File: src/rtl/tmwf_pkg.sv
// Shared types and constants for the trimmed mean window filter.
// Used by tmwf_cell, tmwf_div and the top level; depends on nothing.
package tmwf_pkg;

    localparam int WINDOW   = 10;
    localparam int SAMPLE_W = 16;
    localparam int SUM_W    = SAMPLE_W + $clog2(WINDOW);
    localparam int MAG_W    = SUM_W;
    localparam int DIV      = WINDOW - 2;
    localparam int SHIFT    = MAG_W;
    localparam int RECIP_W  = SHIFT + 1;
    localparam int PROD_W   = MAG_W + RECIP_W;

    // floor(2^SHIFT / DIV); the product with it undershoots the true
    // quotient by at most one.
    localparam logic [RECIP_W-1:0] RECIP = RECIP_W'((64'd1 << SHIFT) / DIV);
    localparam logic [MAG_W-1:0]   DIV_M = MAG_W'(DIV);

    localparam logic signed [SAMPLE_W-1:0] SAMPLE_MIN = {1'b1, {(SAMPLE_W-1){1'b0}}};
    localparam logic signed [SAMPLE_W-1:0] SAMPLE_MAX = {1'b0, {(SAMPLE_W-1){1'b1}}};

    typedef logic [SAMPLE_W-1:0] sample_t;
    typedef sample_t [WINDOW-1:0] window_t;
    typedef sample_t [WINDOW-2:0] hist_t;

    typedef struct packed {
        logic signed [SUM_W-1:0]    sum;
        logic signed [SAMPLE_W-1:0] mx;
        logic signed [SAMPLE_W-1:0] mn;
    } acc_t;

endpackage

File: src/rtl/tmwf_cell.sv
// One cell of the window chain: folds the lowest window entry into the
// running sum, maximum and minimum and passes the rest on. Uses tmwf_pkg.
module tmwf_cell (
    input  logic              clk,
    input  logic              rst_n,
    input  logic              advance,
    input  logic              in_vld,
    input  tmwf_pkg::acc_t    in_acc,
    input  tmwf_pkg::window_t in_win,
    output logic              out_vld,
    output tmwf_pkg::acc_t    out_acc,
    output tmwf_pkg::window_t out_win
);

    logic                                 vld_reg;
    tmwf_pkg::acc_t                       acc_reg;
    tmwf_pkg::acc_t                       acc_next;
    tmwf_pkg::window_t                    win_reg;
    tmwf_pkg::window_t                    win_next;
    logic signed [tmwf_pkg::SAMPLE_W-1:0] elem;

    assign elem = $signed(in_win[0]);

    always_comb
    begin
        acc_next.sum = in_acc.sum + tmwf_pkg::SUM_W'(elem);
        acc_next.mx  = (elem > in_acc.mx) ? elem : in_acc.mx;
        acc_next.mn  = (elem < in_acc.mn) ? elem : in_acc.mn;
        win_next     = tmwf_pkg::window_t'(in_win >> tmwf_pkg::SAMPLE_W);
    end

    always_ff @(posedge clk or negedge rst_n)
    begin
        if (!rst_n)
        begin
            vld_reg <= 1'b0;
        end
        else if (advance)
        begin
            vld_reg <= in_vld;
        end
    end

    always_ff @(posedge clk)
    begin
        if (advance)
        begin
            acc_reg <= acc_next;
            win_reg <= win_next;
        end
    end

    assign out_vld = vld_reg;
    assign out_acc = acc_reg;
    assign out_win = win_reg;

endmodule

File: src/rtl/tmwf_div.sv
// Trim and divide pipeline: removes max and min from the sum, then divides
// by the constant WINDOW-2 through a reciprocal multiply. Uses tmwf_pkg.
module tmwf_div (
    input  logic                         clk,
    input  logic                         rst_n,
    input  logic                         advance,
    input  logic                         in_vld,
    input  tmwf_pkg::acc_t               in_acc,
    output logic                         out_vld,
    output logic [tmwf_pkg::SAMPLE_W-1:0] filtered
);

    logic [3:0] vld_reg;

    logic signed [tmwf_pkg::SUM_W-1:0] trimmed;
    logic [tmwf_pkg::MAG_W-1:0]        mag1_next;
    logic [tmwf_pkg::PROD_W-1:0]       prod;
    logic [tmwf_pkg::MAG_W-1:0]        rem;
    logic [tmwf_pkg::MAG_W-1:0]        quot;
    logic [tmwf_pkg::SAMPLE_W-1:0]     filt_next;

    logic                        neg1_reg, neg2_reg, neg3_reg;
    logic [tmwf_pkg::MAG_W-1:0]  mag1_reg, mag2_reg, mag3_reg;
    logic [tmwf_pkg::MAG_W-1:0]  q0_2_reg, q0_3_reg;
    logic [tmwf_pkg::MAG_W-1:0]  p2_reg;
    logic [tmwf_pkg::SAMPLE_W-1:0] filt_reg;

    always_comb
    begin
        trimmed   = in_acc.sum - tmwf_pkg::SUM_W'(in_acc.mx) - tmwf_pkg::SUM_W'(in_acc.mn);
        mag1_next = trimmed[tmwf_pkg::SUM_W-1] ? tmwf_pkg::MAG_W'(-trimmed)
                                               : tmwf_pkg::MAG_W'(trimmed);
        prod      = tmwf_pkg::PROD_W'(mag1_reg) * tmwf_pkg::PROD_W'(tmwf_pkg::RECIP);
        rem       = mag3_reg - p2_reg;
        // The estimate is low by at most one, so a single correction suffices.
        quot      = (rem >= tmwf_pkg::DIV_M) ? q0_3_reg + 1'b1 : q0_3_reg;
        filt_next = neg3_reg ? tmwf_pkg::SAMPLE_W'(-quot) : tmwf_pkg::SAMPLE_W'(quot);
    end

    always_ff @(posedge clk or negedge rst_n)
    begin
        if (!rst_n)
        begin
            vld_reg <= '0;
        end
        else if (advance)
        begin
            vld_reg <= {vld_reg[2:0], in_vld};
        end
    end

    always_ff @(posedge clk)
    begin
        if (advance)
        begin
            neg1_reg <= trimmed[tmwf_pkg::SUM_W-1];
            mag1_reg <= mag1_next;
            neg2_reg <= neg1_reg;
            mag2_reg <= mag1_reg;
            q0_2_reg <= prod[tmwf_pkg::SHIFT+tmwf_pkg::MAG_W-1:tmwf_pkg::SHIFT];
            neg3_reg <= neg2_reg;
            mag3_reg <= mag2_reg;
            q0_3_reg <= q0_2_reg;
            p2_reg   <= tmwf_pkg::MAG_W'(q0_2_reg * tmwf_pkg::DIV_M);
            filt_reg <= filt_next;
        end
    end

    assign out_vld  = vld_reg[3];
    assign filtered = filt_reg;

endmodule

File: src/rtl/trimmed_mean_window_filter.sv
// Trimmed mean window filter: mean of the last WINDOW samples without one
// maximum and one minimum, truncated toward zero. Uses tmwf_pkg, tmwf_cell, tmwf_div.
// Throughput is one transfer per cycle while the output is not stalled; the pipeline
// has one register stage per chain cell, then the trim stage, the reciprocal multiply,
// the back multiply and the correction stage. A stalled output freezes the whole pipeline.
// Reset clears the sample history to zero and empties the pipeline.
module trimmed_mean_window_filter (
    input  logic                          clk,
    input  logic                          rst_n,
    input  logic                          in_valid,
    output logic                          in_stall,
    input  logic signed [tmwf_pkg::SAMPLE_W-1:0] sample,
    output logic                          out_valid,
    input  logic                          out_stall,
    output logic signed [tmwf_pkg::SAMPLE_W-1:0] filtered
);

    logic              advance;
    logic              accept;
    tmwf_pkg::hist_t   hist_reg;
    tmwf_pkg::hist_t   hist_next;
    tmwf_pkg::acc_t    acc_init;
    logic [tmwf_pkg::SAMPLE_W-1:0] filt_u;

    logic              cell_vld [0:tmwf_pkg::WINDOW];
    tmwf_pkg::acc_t    cell_acc [0:tmwf_pkg::WINDOW];
    tmwf_pkg::window_t cell_win [0:tmwf_pkg::WINDOW];

    assign advance  = !(out_valid && out_stall);
    assign in_stall = !advance;
    assign accept   = in_valid && advance;

    // The newest sample sits at the bottom; the oldest falls off the top.
    assign hist_next = tmwf_pkg::hist_t'({hist_reg, sample});

    always_ff @(posedge clk or negedge rst_n)
    begin
        if (!rst_n)
        begin
            hist_reg <= '0;
        end
        else if (accept)
        begin
            hist_reg <= hist_next;
        end
    end

    always_comb
    begin
        acc_init.sum = '0;
        acc_init.mx  = tmwf_pkg::SAMPLE_MIN;
        acc_init.mn  = tmwf_pkg::SAMPLE_MAX;
    end

    assign cell_vld[0] = accept;
    assign cell_acc[0] = acc_init;
    assign cell_win[0] = tmwf_pkg::window_t'({hist_reg, sample});

    for (genvar g = 0; g < tmwf_pkg::WINDOW; g++)
    begin : g_cell
        tmwf_cell u_cell (
            .clk     (clk),
            .rst_n   (rst_n),
            .advance (advance),
            .in_vld  (cell_vld[g]),
            .in_acc  (cell_acc[g]),
            .in_win  (cell_win[g]),
            .out_vld (cell_vld[g+1]),
            .out_acc (cell_acc[g+1]),
            .out_win (cell_win[g+1])
        );
    end

    tmwf_div u_div (
        .clk      (clk),
        .rst_n    (rst_n),
        .advance  (advance),
        .in_vld   (cell_vld[tmwf_pkg::WINDOW]),
        .in_acc   (cell_acc[tmwf_pkg::WINDOW]),
        .out_vld  (out_valid),
        .filtered (filt_u)
    );

    assign filtered = $signed(filt_u);

    a_first_cell_loads: assert property (@(posedge clk) disable iff (!rst_n)
        accept |=> cell_vld[1])
        else $error("accepted transfer did not enter the first cell");

    a_hist_takes_sample: assert property (@(posedge clk) disable iff (!rst_n)
        accept |=> (hist_reg[0] == $past(sample)))
        else $error("history did not take the accepted sample");

    a_hist_holds: assert property (@(posedge clk) disable iff (!rst_n)
        !accept |=> $stable(hist_reg))
        else $error("history moved without a transfer");

    a_chain_holds: assert property (@(posedge clk) disable iff (!rst_n)
        !advance |=> (cell_vld[tmwf_pkg::WINDOW] == $past(cell_vld[tmwf_pkg::WINDOW])))
        else $error("chain moved while the output was stalled");

endmodule

File: config.mk
export PLATFORM = sky130hd
export DESIGN_NAME = trimmed_mean_window_filter
export DESIGN_NICKNAME = d
export VERILOG_FILES = /design/src/rtl/tmwf_pkg.sv /design/src/rtl/tmwf_cell.sv /design/src/rtl/tmwf_div.sv /design/src/rtl/trimmed_mean_window_filter.sv
export SDC_FILE = /design/constraint.sdc
export NUM_CORES = 2
export LEC_CHECK = 0
export BUFFER_PORTS_ARGS = -buffer_cell sky130_fd_sc_hd__buf_2
export CORE_MARGIN = 8
export CORE_UTILIZATION = 47
export CTS_BUF_LIST = sky130_fd_sc_hd__clkbuf_16
export DETAILED_ROUTE_END_ITERATION = 10
export PLACE_DENSITY = 0.64
export SETUP_SLACK_MARGIN = 0.02
export SYNTH_ARGS = -nofsm -noshare
export SYNTH_HDL_FRONTEND = slang
export SYNTH_SLANG_ARGS = --single-unit
File: constraint.sdc
create_clock -name clk -period 40.7 [get_ports clk]
set_clock_uncertainty 0.15 [all_clocks]
set_input_delay 4.07 -clock clk [delete_from_list [all_inputs] [get_ports clk]]
set_output_delay 4.07 -clock clk [all_outputs]
set_load 0.01 [all_outputs]
==> results.md <==
- Status: completed
- Final period utilization: 0.232
- Worst path arrival time: between 5 and 6 ns
- CTS tree: done
- Post-route ant nets: 0
- Hold depth: 0
- EDFF count, synth: 1,300
- DR pass1 iterations: 7
- Initial antenna violation count: 5
- H-tree depth: 4
- Port Buffers: 37
- Warnings from Yosys: 0
- Area of the core: 0.137 mm^2
- Yosys top cell area share: 0.601
- Layout cells sized above 1: 0.166
- Total wire length: 118 mm
- RSZ-0062 raised after global routing: no
- Setup TNS: 0 ns
- Worst R2R End: u_div.mag1_reg[7]
- Leading area contributor after synthesis: edfxtp_1
- Die Y: 388 um
- Fill count: 11.0k
- Worst-margin pin slew: 1.06 ns
- Vias in the first global route: ~33k
- Top FF cell, synth: edfxtp_1
- Longest Clk Path Bufs: 3
- Total gr overflow: 0
- Avg Vias per Cell: 5.20
- Crit Path Max Fanout: 75
- Global-route wire length before repair: 185 mm
- RR Startpoint: u_div.vld_reg[3]
- Initial core utilization: 0.473
- Critical path type: input pin to output pin
- # rows: 136
- Hold_buf cts: 0
- Area growth from synthesis to final layout: 11.2%
- Total GRT Usage: 0.156
- Worst Setup Slack, final: 31.27 ns
- Placed cell areas: approximately 0.067 mm^2
- Largest net degree at the start of global routing: 196
- Max reg flops: 720
- Residual DRC: 0
- Endpoint type of the worst setup path: output pin
- DIE WIDTH: ~390 um
- RePlAce Congestion: 0.812
- Ant diodes: 0
- Hold Path End: g_cell[1].u_cell.out_win[90]
- CTS buffer count: 153
- Mapped Cells: 4,214
- Final instance area: 0.0722 mm^2
- Distinct cells, synth: 80
- Syn avg cell area: 15.4 um^2
- Startpoint type of the worst setup path: input pin
- Max-cap violations: 0
- WP data required: about 36 ns
- Yosys reg bits: 1,458
- Net Count, Synth: 4,730
- Slew headroom: 0.295
- Clk sinks: 1,458
- Wirelength per Cell: between 15 and 20 um
- Resized cells post-CTS: 0
- Final-report max-slew violation count: 0
- Final setup fails: 0
- Clk root buf: clkbuf_16
- Top cells by area, synth: edfxtp_1 (60%), ha_1 (9.0%), mux2_2 (7.1%), dfrtp_1 (6.1%), inv_1 (2.3%)
- Hold Path Origin: g_cell[0].u_cell.out_win[106]
- Post-Place Worst Slack: 30.56 ns
- Post-route minimum period: approximately 9.4 ns
- Setup Buffers After CTS: 0
- FF-to-FF path depth: 6
- Hold Path Class: flop to flop
- Dpl hpwl: 84.9 mm
- Worst hold margin: 0.249 ns
- DR vias: 32.6k
- Post-synth ARST share: 0.108
- Clock latency on the worst-skew pair: 0.76 ns
- Final net count: 4,870
- # IOs: 38
- Final hold vios: 0
- Die Area: 0.150 mm^2
- Register area share after synthesis: 0.662
- Flop2flop setup slack: 34.39 ns
- Post-Synthesis Cell Area: 0.0649 mm^2
- F_max: 106 MHz
- Reg clk slew, reported paths: 0.06 ns
- DRT iter0 DRCs: 2,183
-- logic make-up after synthesis --
kind of cell | share of synthesized area
multiplexers | 0.0801
AND/OR/NAND/NOR | 0.0439
XOR/XNOR | 0.0241
adder cells (fa/ha/maj) | 0.0988
flip-flops | 0.662
AO/OA/AOI/OAI | 0.0625
buffers and inverters | 0.0283
-- worst max-delay path by stage --
stage                        endpoint  slack [ns]       from
global placement    u_div.mag1_reg[3]       30.69  out_stall
detailed placement  u_div.mag1_reg[5]       30.56  out_stall
floorplan                    in_stall       14.08  out_stall
CTS                          in_stall       31.22  out_stall
finish                       in_stall       31.27  out_stall
global route        u_div.mag1_reg[8]       30.95  out_stall
-- metal layers --
| metal | wire, um | share of wire | global-route usage | vias to the layer above |
|---|---|---|---|---|
| met3 | 4330 | 0.037 | 0.0268 | 183 |
| met4 | 2660 | 0.023 | 0.0448 | 4 |
| met5 | 27 | 0.00023 | 0 | - |
| li1 | - | - | - | 16035 |
| met1 | 57300 | 0.49 | 0.223 | 15899 |
| met2 | 53700 | 0.46 | 0.246 | 492 |
-- per-stage QoR --
step                       util  std cells
after CTS                 0.526       6271
after global routing      0.526       6271
after global placement    0.489       5993
after floorplan               -       4214
after detailed placement  0.489       5993
final                     0.526       6271
-- synth_stat cells, drive strengths merged (53+ instances only) --
cell type  count
a21o         116
clkbuf        54
nor2b         73
mux2         426
o21ai        128
nor2         104
ha           468
xnor2        135
dfrtp        158
nand2         88
a21oi        164
inv          401
nand3         53
edfxtp      1300
-- worst max-delay path: stages --
cell,delay (ns)
buf_2,0.11
nand2_4,0.65
inv_1,0.15
buf_2,0.19
-- cell usage in the layout, fill, tap and decap left out, types with 73 or more instances in the layout --
cell type,n
a21o_1,116
a21oi_1,160
clkbuf_16,158
dfrtp_1,158
edfxtp_1,1300
ha_1,468
inv_1,429
mux2_2,408
nand2_1,87
nor2_1,104
nor2b_1,73
o21ai_0,110
xnor2_1,135
-- cell type report --
cell class / instances / area [um^2] / area share
Timing Repair Buffer: 59 / 369 / 0.00511
Sequential cell: 1458 / 43000 / 0.595
Multi-Input combinational cell: 2281 / 20100 / 0.278
Inverter: 401 / 1510 / 0.0208
Clock inverter: 120 / 1050 / 0.0146
Tap cell: 1794 / 2240 / 0.0311
Clock buffer: 158 / 3950 / 0.0547
Power is left out: the tool's default activity adds up to more than one toggle a clock period on the data nets, which glitch-free logic cannot reach.
